[src/hdl/pcx_rle_image_decoder_unit_defines.svh]
// Assertion helpers shared by the decoder modules.
// Each one is used inside a module that has clk and rst_n in scope.
`ifndef PCX_RLE_IMAGE_DECODER_UNIT_DEFINES_SVH
`define PCX_RLE_IMAGE_DECODER_UNIT_DEFINES_SVH

// Condition that must hold at every clock edge outside reset.
`define PCXRLE_ASSERT(label, cond, msg) \
    label: assert property (@(posedge clk) disable iff (!rst_n) (cond)) \
        else $error(msg);

// Antecedent in one cycle implies the consequent in the next.
`define PCXRLE_ASSERT_NEXT(label, ante, cons, msg) \
    label: assert property (@(posedge clk) disable iff (!rst_n) (ante) |=> (cons)) \
        else $error(msg);

`endif

[src/hdl/pcxrle_pkg.sv]
`default_nettype none

package pcxrle_pkg;

    localparam logic [7:0] RUN_BASE     = 8'd192;
    localparam logic [7:0] PALETTE_MARK = 8'd12;
    localparam logic [6:0] HEADER_LAST  = 7'd127;
    localparam logic [9:0] PALETTE_LEN  = 10'd768;

    localparam int CMD_DEPTH = 4;
    localparam int CMD_PTR_W = $clog2(CMD_DEPTH);
    localparam int CMD_CNT_W = $clog2(CMD_DEPTH + 1);

    typedef enum logic [2:0] {
        PH_HEADER  = 3'd0,
        PH_PIXELS  = 3'd1,
        PH_MARKER  = 3'd2,
        PH_PALETTE = 3'd3,
        PH_DONE    = 3'd4,
        PH_ERROR   = 3'd5
    } phase_t;

    typedef enum logic [2:0] {
        KIND_PIXEL    = 3'd0,
        KIND_PALETTE  = 3'd1,
        KIND_DIMS     = 3'd2,
        KIND_HDR_ERR  = 3'd3,
        KIND_MARK_ERR = 3'd4,
        KIND_OVERFLOW = 3'd5
    } res_kind_t;

    // One queued job for the back end. Pixel jobs repeat value count times;
    // every other kind gives exactly one result.
    typedef struct packed {
        res_kind_t   kind;
        logic [7:0]  value;
        logic [31:0] position;
        logic [16:0] width;
        logic [16:0] height;
        logic [5:0]  count;
    } cmd_t;

    // Signature bytes at the head of the header.
    function automatic logic [7:0] magic_byte(input logic [1:0] idx);
        logic [7:0] b;
        case (idx)
            2'd0:    b = 8'd10;
            2'd1:    b = 8'd5;
            2'd2:    b = 8'd1;
            default: b = 8'd8;
        endcase
        return b;
    endfunction

endpackage

`default_nettype wire

[src/hdl/pcxrle_front.sv]
`default_nettype none

module pcxrle_front
    import pcxrle_pkg::*;
(
    input  logic       clk,
    input  logic       rst_n,
    input  logic       in_valid,
    output logic       in_ready,
    input  logic [7:0] in_byte,
    input  logic       in_start,
    input  logic       q_full,
    output logic       q_push,
    output cmd_t       q_cmd
);

    phase_t      phase_reg, phase_next;
    logic [6:0]  hcnt_reg, hcnt_next;
    logic [16:0] width_reg, width_next;
    logic [16:0] height_reg, height_next;
    logic [16:0] row_reg, row_next;
    logic [16:0] col_reg, col_next;
    logic        run_pend_reg, run_pend_next;
    logic [5:0]  run_len_reg, run_len_next;
    logic [9:0]  pal_reg, pal_next;

    // state as seen by this byte: a file start clears it first
    phase_t      phase_eff;
    logic [6:0]  hcnt_eff;
    logic [16:0] width_eff, height_eff, row_eff, col_eff;
    logic        run_pend_eff;
    logic [5:0]  run_len_eff;
    logic [9:0]  pal_eff;

    logic        accept;
    logic [5:0]  step;
    logic [16:0] col_sum;
    logic [16:0] row_inc;
    logic [9:0]  pal_inc;

    assign in_ready = !q_full;
    assign accept   = in_valid && in_ready;

    always_ff @(posedge clk or negedge rst_n) begin
        if (!rst_n) begin
            phase_reg    <= PH_HEADER;
            hcnt_reg     <= '0;
            width_reg    <= '0;
            height_reg   <= '0;
            row_reg      <= '0;
            col_reg      <= '0;
            run_pend_reg <= 1'b0;
            run_len_reg  <= '0;
            pal_reg      <= '0;
        end
        else begin
            phase_reg    <= phase_next;
            hcnt_reg     <= hcnt_next;
            width_reg    <= width_next;
            height_reg   <= height_next;
            row_reg      <= row_next;
            col_reg      <= col_next;
            run_pend_reg <= run_pend_next;
            run_len_reg  <= run_len_next;
            pal_reg      <= pal_next;
        end
    end

    always_comb begin
        phase_eff    = in_start ? PH_HEADER : phase_reg;
        hcnt_eff     = in_start ? 7'd0 : hcnt_reg;
        width_eff    = in_start ? 17'd0 : width_reg;
        height_eff   = in_start ? 17'd0 : height_reg;
        row_eff      = in_start ? 17'd0 : row_reg;
        col_eff      = in_start ? 17'd0 : col_reg;
        run_pend_eff = in_start ? 1'b0 : run_pend_reg;
        run_len_eff  = in_start ? 6'd0 : run_len_reg;
        pal_eff      = in_start ? 10'd0 : pal_reg;

        step    = run_pend_eff ? run_len_eff : 6'd1;
        col_sum = col_eff + {11'd0, step};
        row_inc = row_eff + 17'd1;
        pal_inc = pal_eff + 10'd1;

        phase_next    = phase_reg;
        hcnt_next     = hcnt_reg;
        width_next    = width_reg;
        height_next   = height_reg;
        row_next      = row_reg;
        col_next      = col_reg;
        run_pend_next = run_pend_reg;
        run_len_next  = run_len_reg;
        pal_next      = pal_reg;

        q_push         = 1'b0;
        q_cmd.kind     = KIND_PIXEL;
        q_cmd.value    = in_byte;
        q_cmd.position = '0;
        q_cmd.width    = '0;
        q_cmd.height   = '0;
        q_cmd.count    = 6'd1;

        if (accept) begin
            phase_next    = phase_eff;
            hcnt_next     = hcnt_eff;
            width_next    = width_eff;
            height_next   = height_eff;
            row_next      = row_eff;
            col_next      = col_eff;
            run_pend_next = run_pend_eff;
            run_len_next  = run_len_eff;
            pal_next      = pal_eff;

            unique case (phase_eff)
                PH_HEADER: begin
                    if (hcnt_eff[6:2] == 5'd0 && in_byte != magic_byte(hcnt_eff[1:0])) begin
                        q_push         = 1'b1;
                        q_cmd.kind     = KIND_HDR_ERR;
                        q_cmd.position = {25'd0, hcnt_eff};
                        phase_next     = PH_ERROR;
                    end
                    else begin
                        case (hcnt_eff)
                            7'd8:    width_next  = {1'b0, width_eff[15:8], in_byte};
                            7'd9:    width_next  = {1'b0, in_byte, width_eff[7:0]};
                            7'd10:   height_next = {1'b0, height_eff[15:8], in_byte};
                            7'd11:   height_next = {1'b0, in_byte, height_eff[7:0]};
                            default: ;
                        endcase
                        if (hcnt_eff == HEADER_LAST) begin
                            width_next   = {1'b0, width_eff[15:0]} + 17'd1;
                            height_next  = {1'b0, height_eff[15:0]} + 17'd1;
                            q_push       = 1'b1;
                            q_cmd.kind   = KIND_DIMS;
                            q_cmd.value  = '0;
                            q_cmd.width  = width_next;
                            q_cmd.height = height_next;
                            phase_next   = PH_PIXELS;
                            row_next     = '0;
                            col_next     = '0;
                        end
                        hcnt_next = hcnt_eff + 7'd1;
                    end
                end
                PH_PIXELS: begin
                    if (!run_pend_eff && in_byte > RUN_BASE) begin
                        // run count byte; the count is the low six bits
                        run_pend_next = 1'b1;
                        run_len_next  = in_byte[5:0];
                    end
                    else begin
                        q_push        = 1'b1;
                        q_cmd.count   = step;
                        run_pend_next = 1'b0;
                        col_next      = col_sum;
                        // row end is judged once the whole run is placed
                        if (col_sum >= width_eff) begin
                            col_next = '0;
                            row_next = row_inc;
                            if (row_inc >= height_eff) begin
                                phase_next = PH_MARKER;
                            end
                        end
                    end
                end
                PH_MARKER: begin
                    if (in_byte != PALETTE_MARK) begin
                        q_push     = 1'b1;
                        q_cmd.kind = KIND_MARK_ERR;
                    end
                    phase_next = PH_PALETTE;
                    pal_next   = '0;
                end
                PH_PALETTE: begin
                    q_push         = 1'b1;
                    q_cmd.kind     = KIND_PALETTE;
                    q_cmd.position = {22'd0, pal_eff};
                    pal_next       = pal_inc;
                    if (pal_inc >= PALETTE_LEN) begin
                        phase_next = PH_DONE;
                    end
                end
                default: ;
            endcase
        end
    end

endmodule

`default_nettype wire

[src/hdl/pcxrle_cmd_fifo.sv]
`default_nettype none

`include "pcx_rle_image_decoder_unit_defines.svh"

module pcxrle_cmd_fifo
    import pcxrle_pkg::*;
(
    input  logic clk,
    input  logic rst_n,
    input  logic push,
    input  cmd_t push_cmd,
    input  logic pop,
    output cmd_t head_cmd,
    output logic full,
    output logic empty
);

    cmd_t                 entry_reg [CMD_DEPTH];
    logic [CMD_PTR_W-1:0] wr_ptr_reg, rd_ptr_reg;
    logic [CMD_CNT_W-1:0] count_reg;

    assign full     = (count_reg == CMD_CNT_W'(CMD_DEPTH));
    assign empty    = (count_reg == '0);
    assign head_cmd = entry_reg[rd_ptr_reg];

    always_ff @(posedge clk) begin
        if (push) begin
            entry_reg[wr_ptr_reg] <= push_cmd;
        end
    end

    always_ff @(posedge clk or negedge rst_n) begin
        if (!rst_n) begin
            wr_ptr_reg <= '0;
            rd_ptr_reg <= '0;
            count_reg  <= '0;
        end
        else begin
            if (push) begin
                wr_ptr_reg <= wr_ptr_reg + 1'b1;
            end
            if (pop) begin
                rd_ptr_reg <= rd_ptr_reg + 1'b1;
            end
            case ({push, pop})
                2'b10:   count_reg <= count_reg + 1'b1;
                2'b01:   count_reg <= count_reg - 1'b1;
                default: ;
            endcase
        end
    end

    `PCXRLE_ASSERT(a_no_overflow, !(push && full), "command queue written while full")
    `PCXRLE_ASSERT(a_no_underflow, !(pop && empty), "command queue read while empty")
    `PCXRLE_ASSERT_NEXT(a_count_up, push && !pop, count_reg == $past(count_reg) + 1'b1, "queue count did not advance")

endmodule

`default_nettype wire

[src/hdl/pcxrle_back.sv]
`default_nettype none

`include "pcx_rle_image_decoder_unit_defines.svh"

module pcxrle_back
    import pcxrle_pkg::*;
(
    input  logic        clk,
    input  logic        rst_n,
    input  logic        q_empty,
    output logic        q_pop,
    input  cmd_t        q_head,
    output logic        out_valid,
    input  logic        out_ready,
    output res_kind_t   out_kind,
    output logic [7:0]  out_value,
    output logic [31:0] out_position,
    output logic [16:0] out_width,
    output logic [16:0] out_height,
    output logic        out_last
);

    cmd_t        cur_reg;
    logic        busy_reg;
    logic [5:0]  cnt_reg;
    logic [31:0] pos_reg;
    logic [32:0] total_reg;
    logic        ov_reg;
    res_kind_t   okind_reg;
    logic [7:0]  oval_reg;
    logic [31:0] opos_reg;
    logic [16:0] ow_reg, oh_reg;
    logic        olast_reg;

    logic        load;
    logic        final_one;
    logic [32:0] area;
    res_kind_t   pix_kind;

    assign load      = busy_reg && (!ov_reg || out_ready);
    assign final_one = (cnt_reg == 6'd1);
    assign q_pop     = !q_empty && (!busy_reg || (load && final_one));
    assign area      = {16'd0, cur_reg.width} * {16'd0, cur_reg.height};
    assign pix_kind  = ({1'b0, pos_reg} >= total_reg) ? KIND_OVERFLOW : KIND_PIXEL;

    always_ff @(posedge clk or negedge rst_n) begin
        if (!rst_n) begin
            busy_reg  <= 1'b0;
            cnt_reg   <= '0;
            pos_reg   <= '0;
            total_reg <= '0;
            ov_reg    <= 1'b0;
        end
        else begin
            if (load) begin
                cnt_reg <= cnt_reg - 6'd1;
                if (cur_reg.kind == KIND_PIXEL) begin
                    pos_reg <= pos_reg + 32'd1;
                end
                else if (cur_reg.kind == KIND_DIMS) begin
                    pos_reg   <= '0;
                    total_reg <= area;
                end
                if (final_one) begin
                    busy_reg <= 1'b0;
                end
            end
            if (q_pop) begin
                busy_reg <= 1'b1;
                cnt_reg  <= q_head.count;
            end
            if (load) begin
                ov_reg <= 1'b1;
            end
            else if (out_ready) begin
                ov_reg <= 1'b0;
            end
        end
    end

    always_ff @(posedge clk) begin
        if (q_pop) begin
            cur_reg <= q_head;
        end
        if (load) begin
            okind_reg <= (cur_reg.kind == KIND_PIXEL) ? pix_kind : cur_reg.kind;
            oval_reg  <= cur_reg.value;
            opos_reg  <= (cur_reg.kind == KIND_PIXEL) ? pos_reg : cur_reg.position;
            ow_reg    <= cur_reg.width;
            oh_reg    <= cur_reg.height;
            olast_reg <= final_one;
        end
    end

    assign out_valid    = ov_reg;
    assign out_kind     = okind_reg;
    assign out_value    = oval_reg;
    assign out_position = opos_reg;
    assign out_width    = ow_reg;
    assign out_height   = oh_reg;
    assign out_last     = olast_reg;

    `PCXRLE_ASSERT(a_busy_count, !busy_reg || cnt_reg != 6'd0, "active job with no results left")
    `PCXRLE_ASSERT_NEXT(a_dims_restart, load && cur_reg.kind == KIND_DIMS, pos_reg == 32'd0,
                        "pixel index not cleared by dimensions")

endmodule

`default_nettype wire

[src/hdl/pcx_rle_image_decoder_unit.sv]
// PCX 8-bit run-length image decoder. Feed the file one byte per transfer on the s_ side,
// with s_tuser high on the first byte of each file. The 128-byte header is checked
// (bytes 0..3 must read 10, 5, 1, 8); a mismatch yields one header-error result and the
// rest of the file is ignored. After the header one dimensions result carries width and
// height (header bytes 8..11 plus one). Pixel data then expand into one result per pixel,
// tagged as overflow when the linear index reaches width*height. A wrong palette marker
// gives one marker-error result, and the 768 palette bytes follow as palette results.
// m_tlast marks the final result caused by one input byte. A run count byte produces
// nothing, and the run data byte then makes the back end give one result per pixel
// (1 to 63). The front end keeps taking bytes until the 4-entry job queue between the
// two halves fills, so input stalls are set by run lengths and by m_tready. No clearing
// pass after reset; the block takes bytes as soon as reset is released.
`default_nettype none

module pcx_rle_image_decoder_unit
    import pcxrle_pkg::*;
(
    input  logic        clk,
    input  logic        rst_n,
    input  logic        s_tvalid,
    output logic        s_tready,
    input  logic [7:0]  s_tdata,   // [7:0] data_byte
    input  logic        s_tuser,   // [0] file_start
    output logic        m_tvalid,
    input  logic        m_tready,
    output logic [79:0] m_tdata,   // [7:0] value, [39:8] position, [56:40] image_width,
                                   // [73:57] image_height, [79:74] zero
    output logic [2:0]  m_tuser,   // [2:0] kind
    output logic        m_tlast    // last result of the input byte
);

    // front end to queue
    logic q_push;
    cmd_t q_in_cmd;
    logic q_full;

    // queue to back end
    logic q_pop;
    logic q_empty;
    cmd_t q_head;

    res_kind_t   out_kind;
    logic [7:0]  out_value;
    logic [31:0] out_position;
    logic [16:0] out_width;
    logic [16:0] out_height;

    // Parses the header, tracks rows/columns and phase, one job per byte at most.
    pcxrle_front u_front (
        .clk      (clk),
        .rst_n    (rst_n),
        .in_valid (s_tvalid),
        .in_ready (s_tready),
        .in_byte  (s_tdata),
        .in_start (s_tuser),
        .q_full   (q_full),
        .q_push   (q_push),
        .q_cmd    (q_in_cmd)
    );

    // Short job queue so a long run does not hold up parsing right away.
    pcxrle_cmd_fifo u_fifo (
        .clk      (clk),
        .rst_n    (rst_n),
        .push     (q_push),
        .push_cmd (q_in_cmd),
        .pop      (q_pop),
        .head_cmd (q_head),
        .full     (q_full),
        .empty    (q_empty)
    );

    // Expands runs, numbers pixels, judges overflow, drives the output register.
    pcxrle_back u_back (
        .clk          (clk),
        .rst_n        (rst_n),
        .q_empty      (q_empty),
        .q_pop        (q_pop),
        .q_head       (q_head),
        .out_valid    (m_tvalid),
        .out_ready    (m_tready),
        .out_kind     (out_kind),
        .out_value    (out_value),
        .out_position (out_position),
        .out_width    (out_width),
        .out_height   (out_height),
        .out_last     (m_tlast)
    );

    assign m_tdata = {6'd0, out_height, out_width, out_position, out_value};
    assign m_tuser = out_kind;

endmodule

`default_nettype wire
[config.mk]
export PLATFORM = sky130hd
export DESIGN_NAME = pcx_rle_image_decoder_unit
export DESIGN_NICKNAME = d
export VERILOG_FILES = /design/src/hdl/pcxrle_pkg.sv /design/src/hdl/pcxrle_front.sv /design/src/hdl/pcxrle_cmd_fifo.sv /design/src/hdl/pcxrle_back.sv /design/src/hdl/pcx_rle_image_decoder_unit.sv
export VERILOG_INCLUDE_DIRS = /design/src /design/src/hdl
export SDC_FILE = /design/constraint.sdc
export NUM_CORES = 2
export LEC_CHECK = 0
export BUFFER_PORTS_ARGS = -buffer_cell sky130_fd_sc_hd__buf_2
export CAP_MARGIN = 15
export CORE_ASPECT_RATIO = 0.6
export CORE_MARGIN = 2
export CORE_UTILIZATION = 58
export DETAILED_ROUTE_END_ITERATION = 12
export PLACE_DENSITY_LB_ADDON = 0.15
export SYNTH_ARGS = -nofsm -noshare
export SYNTH_HDL_FRONTEND = slang
export SYNTH_HIERARCHICAL = 1
export SYNTH_SLANG_ARGS = --single-unit
[constraint.sdc]
create_clock -name clk -period 5.6 [get_ports clk]
set_input_delay 0.56 -clock clk [delete_from_list [all_inputs] [get_ports clk]]
set_output_delay 0.56 -clock clk [all_outputs]
set_load 0.01 [all_outputs]
Word-level counts from Yosys, hierarchy flattened:

Memory sizes are Yosys's and may differ from the RTL's.
Cells that the tools add are included.

* input port bits: 13
* RAM bits: 332
* output and inout bits: 86
* memories kept: 1
* word-level logic and storage cells: 171
* register bits after elaboration: 330

Memories
* u_fifo.entry_reg: words 4, width 83, read ports 1, clocked after memory_dff 0, wr ports 1, RTL line pcxrle_cmd_fifo.sv:18 `cmd_t entry_reg [CMD_DEPTH];`

* add/sub/neg operators: 12
* multipliers: 1
* magnitude comparators: 5
* reduce and logical (&&, ||, !) cells: 26
* multiplexer cells: 80
* bitwise operators: 1
* equal/unequal tests: 17

Operators with widths (number)
* 17-bit 2-to-1 mux: 18
* 17-bit one-hot mux with 2 select lines: 4
* 34-bit 2-to-1 mux: 3
* 32-bit 2-to-1 mux: 3
* 83-bit 2-to-1 mux: 1
* 6-bit 2-to-1 mux: 8
* 10-bit one-hot mux with 2 select lines: 2
* 16-bit by 1-bit adder with 17-bit output (second input constant): 2
* 17-bit greater-or-equal comparator: 2
* 32-bit by 33-bit greater-or-equal comparator with 1-bit output: 1
* 17-bit by 17-bit multiplier with 33-bit output: 1
* 3-bit 2-to-1 mux: 11
* 32-bit by 1-bit adder with 32-bit output (second input constant): 1
* 8-bit 2-to-1 mux: 4
* 7-bit by 4-bit equality test with 1-bit output (second input constant): 4
* 7-bit 2-to-1 mux: 4
* 10-bit 2-to-1 mux: 2
* 17-bit by 1-bit adder with 17-bit output (second input constant): 1
* 17-bit by 6-bit adder with 17-bit output: 1
* 1-bit 2-to-1 mux: 15
* 3-bit one-hot mux with 4 select lines: 1
* 4-bit one-hot mux with 3 select lines: 1
* 10-bit by 1-bit adder with 10-bit output (second input constant): 1
* 10-bit greater-or-equal comparator (second input constant): 1
* other kinds (28): 50

Longest topological paths before layout:

* depth after elaboration: 12
* gate-level depth with buffers: 24
* depth with buffers taken out: 22

Modules after synthesis:

Netlist, hierarchy kept.

Modules (own cells, without submodules)
* pcxrle_back: cells an instance 1759, instances 1, area an instance 18624.1 sq um
* pcxrle_cmd_fifo: cells an instance 471, instances 1, area an instance 12429.4 sq um
* pcxrle_front: cells an instance 1082, instances 1, area an instance 8587.0 sq um
* pcx_rle_image_decoder_unit: cells an instance 7, instances 1, area an instance 48.8 sq um

Least setup slack after synthesis:

No wires, ideal clock.

* kind: register to register
* start point: register u_back/cur_reg[16] (netlist bit)
* end point: register u_back.total_reg[26]
* data arrival time: 5744 ps
* path buffers: 2
* clock period less this slack: 5877 ps
* slack: -277 ps
* stages on the path, launching flop included: 24
* setup time: 133 ps
* required time: 5467 ps
* path through: edfxtp_1 > clkbuf_1 > clkbuf_1 > nand2_1 > fa_1 > inv_1 > fa_1 > inv_1 > fa_1 > inv_1 > fa_1 > fa_1 > inv_1 > fa_1 > inv_1 > ha_1 > and3_1 > and3_1 > o211ai_1 > a31oi_1 > a31oi_1 > o21ai_0 > xnor2_1 > o21ai_0

* word-level cells in the longest chain between the ends: 1

RTL lines
* start, declared: RTL line pcxrle_back.sv:23 `cmd_t cur_reg;`
* start signal, assigned: RTL line pcxrle_back.sv:83 `cur_reg <= q_head;`
* 17-bit by 17-bit multiplier with 33-bit output: RTL line pcxrle_back.sv:43 `assign area = {16'd0, cur_reg.width} * {16'd0, cur_reg.height};`
* end signal, assigned: RTL line pcxrle_back.sv:62 `total_reg <= area;`
* end, declared: RTL line pcxrle_back.sv:27 `logic [32:0] total_reg;`

No other way between the ends.
A chain may end at the register's enable or synchronous reset.

Worst setup path after layout:

* start point: register u_back/cur_reg[11] (netlist bit)
* end point: register u_back.total_reg[22]

The elaborated chain is that of the path after synthesis.

==> metrics.json <==
{
  "status": "finished with violations",
  "failed_checks": "negative setup slack",
  "synth_seq_cells": 662,
  "async_flop_share_pct": 26.4,
  "setup.worst_path.end_class": "register",
  "worstPathBufferInverterCount": 6,
  "drtIter0Drc": 2910,
  "finalInstanceArea_um2": 45600,
  "synth_edf_count": 487,
  "pin_count": 99,
  "cts-buffers-inserted": 61,
  "grt_overflow": 0,
  "cts.sinks": 662,
  "crit_path_max_incr_delay_ns": 0.55,
  "synth-warning-count": 6,
  "htree_num_levels": 2,
  "cts_tree": "built",
  "route.detailed.wl_per_inst_um": 22.5,
  "path_common_cell": "sky130_fd_sc_hd__fa_1",
  "power_frac_comb_pct": 58.5,
  "total_leakage_power_nw": 18.8,
  "grt_pass1_vias": 27200,
  "drive_above_1_share_pct": 20.9,
  "setup_ws_ns": -0.0247,
  "core_area_um2": 67900,
  "cts.path.max_buffers": 3,
  "preCtsSetupSlack_ns": -0.383,
  "totalWireLength_um": 102000,
  "worst_setup_path_start_kind": "register",
  "overall_die_width_um": 342,
  "p_sw_share_pct": 39.8,
  "share_seq_of_total_power_pct": 23.9,
  "fin_crit_sh_pct": 100,
  "p_clk_share_pct": 17.6,
  "vias": 27000,
  "p_total_mw": 25.7,
  "fmax_ghz": 0.178,
  "hold_viol": 0,
  "synth.yosys.seq_area_share_pct": 47.9,
  "max_slew.worst_pin.slew_ns": 0.930,
  "worstPathRequired_ns": 6.15,
  "final-setup-viol-count": 3,
  "detail_route.drc_violations": 0,
  "worst_clock_skew_ns": 0.0437,
  "power-per-cell-area_nw_per_um2": 563,
  "drv_slew": 0,
  "post-route-util_pct": 67.2,
  "post_synth_inst_count": 3319,
  "gp_routability_congestion": 0.934,
  "power.internal_mw": 15.5,
  "path_cells": "buf_6 -> and2_4 -> fa_1 -> inv_2 -> fa_1 -> fa_2 -> inv_2 -> fa_1 -> fa_1 -> inv_1 -> fa_1 -> inv_2 -> ha_4 -> and3_4 -> and3_4 -> o211ai_1 -> a31oi_1 -> a31oi_2 -> buf_4 -> xor2_1 -> o21ai_1",
  "post_dp_cell_area_um2": 42200,
  "floorplan.initialDensity_pct": 58.5,
  "post_synth_instance_area_um2": 39700,
  "gr-usage-all-layers_pct": 29.1,
  "clock_insertion_delay_worst_skew_ns": 0.68,
  "timing.setup.critical_path_class": "reg -> reg",
  "row_count": 74,
  "timing.max_cap.violations": 0,
  "layout_overhead_on_the_synthesized_area_pct": 15.0,
  "first_pass_iters": 6,
  "grt_setup_unrepaired": "yes",
  "worstPathArrival_ns": 6.17,
  "avgSynthCellArea_um2": 12.0,
  "timing.setup.tns_ns": -0.0287,
  "hp-class": "in -> reg",
  "die_h_um": 207,
  "final_antenna_net_count": 0,
  "fin_crit_ns": 5.62,
  "grt_first_pass_wirelength_um": 158000,
  "irDropWorstVdd_mv": 1.20,
  "clk_pin_slew_ns": 0.07,
  "clockRootBuffer": "sky130_fd_sc_hd__clkbuf_16",
  "synth-main-ff-cell": "sky130_fd_sc_hd__edfxtp_1",
  "grt_antenna_before_repair": 1,
  "count_of_input_and_output_buffers": 92,
  "slowest_stage": "sky130_fd_sc_hd__fa_1",
  "count_of_cell_types_in_the_netlist": 93,
  "crit_family": "adder cells",
  "grt_max_degree": 140,
  "critical_path.max_fanout": 5,
  "fillerInstances": 4896,
  "vias_per_cell": 5.96,
  "largest_reg_flops": 332,
  "dpl.hpwl_um": 72600,
  "p_sw_mw": 10.2,
  "layout_nets": 4005,
  "slew_headroom_pct": 37.9,
  "die_area_um2": 70600
}
through the flow:
step | cells | hold slack (ns)
after CTS | 4518 | 0.151
final | 4537 | 0.203
after global placement | 4375 | 0.407
after global routing | 4536 | 0.187
after floorplan | 3345 | 0.264
after detailed placement | 4375 | 0.407
cells by family after synthesis:
kind of cell	count (synthesis)	synth area share (%)
XOR/XNOR	122	2.69
other	2	0.0189
buffers and inverters	540	5.86
adder cells (fa/ha/maj)	420	17.5
multiplexers	119	5.72
AO/OA/AOI/OAI	448	7.41
flip-flops	662	47.9
AND/OR/NAND/NOR	1006	12.9
cell usage after synthesis, types with 64 or more instances:
cell type	count	share of area (%)
sky130_fd_sc_hd__edfxtp_1	487	37
sky130_fd_sc_hd__nand2_1	374	3.5
sky130_fd_sc_hd__inv_1	367	3.5
sky130_fd_sc_hd__fa_1	225	11
sky130_fd_sc_hd__ha_1	195	6.1
sky130_fd_sc_hd__dfrtp_1	175	11
sky130_fd_sc_hd__and2_1	169	2.7
sky130_fd_sc_hd__nor2_1	137	1.3
sky130_fd_sc_hd__o21ai_0	127	1.6
sky130_fd_sc_hd__a21oi_1	92	1.2
sky130_fd_sc_hd__clkbuf_1	92	0.87
sky130_fd_sc_hd__mux4_2	83	4.7
sky130_fd_sc_hd__nand3_1	65	0.82
sky130_fd_sc_hd__xnor2_1	64	1.4
what timing repair did:
item                                    4_1_cts  5_1_grt
hold buffers                                  1        0
gates resized for setup                      95      118
gates cloned                                  1        0
pin swaps                                    78       96
hold endpoints to repair                     36        0
endpoints found under the setup margin       18       21
setup buffers                                26       20
path summary, 6_finish.rpt:
kind	startpoint	to	slack (ns)	depth (start not counted)
max in group asynchronous	rst_n	u_fifo/rd_ptr_reg[1]	3.95	3
max reg2reg	u_back/cur_reg[11]	u_back/total_reg[22]	-0.02	21
max	u_back/cur_reg[11]	u_back/total_reg[22]	-0.02	21
min	m_tready	u_back/out_valid	0.20	3
min reg2reg	u_back/cur_reg[76]	u_back/out_value[4]	0.42	0
min in group asynchronous	rst_n	u_front/row_reg[12]	0.40	2
worst reg2reg max path: cells and delay by family (launching register included):
kind            cells  cell delay [ns]
fa+ha+maj           7             3.31
compound gates      4             0.66
buf+inv             6             0.51
simple gates        3             0.50
flops               1             0.42
xor+xnor            1             0.13
metal layers:
layer / vias to the layer above / track usage, % / wire length (µm)
li1: 12000 / - / -
met1: 13800 / 44.8 / 46300
met2: 1106 / 42.7 / 44300
met3: 145 / 6.36 / 9320
met4: 0 / 6.42 / 1940
met5: - / 0 / 0
final cells by class:
| type | count | area (µm²) | area share [%] |
|---|---|---|---|
| Tap cell | 912 | 1140 | 2.50 |
| Antenna cell | 1 | 2.50 | 0.00548 |
| Inverter | 367 | 1380 | 3.02 |
| Multi-Input combinational cell | 2143 | 19300 | 42.2 |
| Clock inverter | 42 | 567 | 1.24 |
| Timing Repair Buffer | 337 | 2650 | 5.82 |
| Sequential cell | 662 | 19000 | 41.7 |
| Clock buffer | 73 | 1610 | 3.53 |
power groups by stage:
| stage | Combinational [mW] | Clock (mW) | Sequential [mW] |
|---|---|---|---|
| 4_1_cts | 13.5 | 4.61 | 6.15 |
| 3_3_place_gp | 11.5 | 0 | 6.23 |
| 3_5_place_dp | 11.5 | 0 | 6.25 |
| 5_1_grt | 16.1 | 4.79 | 6.20 |
| 6_report | 15.0 | 4.52 | 6.15 |
| 2_1_floorplan | 7.04 | 0 | 6.05 |
layout by cell type (no fill, tap or decap), types with 33 or more instances in the layout:
cell                        synthesis  routed
sky130_fd_sc_hd__a22o_1            36      36
sky130_fd_sc_hd__nand2_1          374     363
sky130_fd_sc_hd__xnor2_1           64      61
sky130_fd_sc_hd__fa_1             225     212
sky130_fd_sc_hd__a21oi_1           92      81
sky130_fd_sc_hd__buf_2             26      92
sky130_fd_sc_hd__ha_1             195     170
sky130_fd_sc_hd__mux4_2            83      83
sky130_fd_sc_hd__and3_1            35      33
sky130_fd_sc_hd__a21o_1            37      36
sky130_fd_sc_hd__dfrtp_1          175     173
sky130_fd_sc_hd__nand3_1           65      63
sky130_fd_sc_hd__edfxtp_1         487     487
sky130_fd_sc_hd__nor2_1           137     131
sky130_fd_sc_hd__o21ai_0          127     115
sky130_fd_sc_hd__inv_1            367     336
sky130_fd_sc_hd__xor2_1            58      58
sky130_fd_sc_hd__nand4_1           37      37
sky130_fd_sc_hd__mux2_2            33      33
sky130_fd_sc_hd__nor2b_1           48      47
sky130_fd_sc_hd__and2_1           169     151
sky130_fd_sc_hd__clkbuf_16          0      61
sky130_fd_sc_hd__buf_4             36     191
sky130_fd_sc_hd__buf_6              4      35
(Power assumes the default switching activity.)
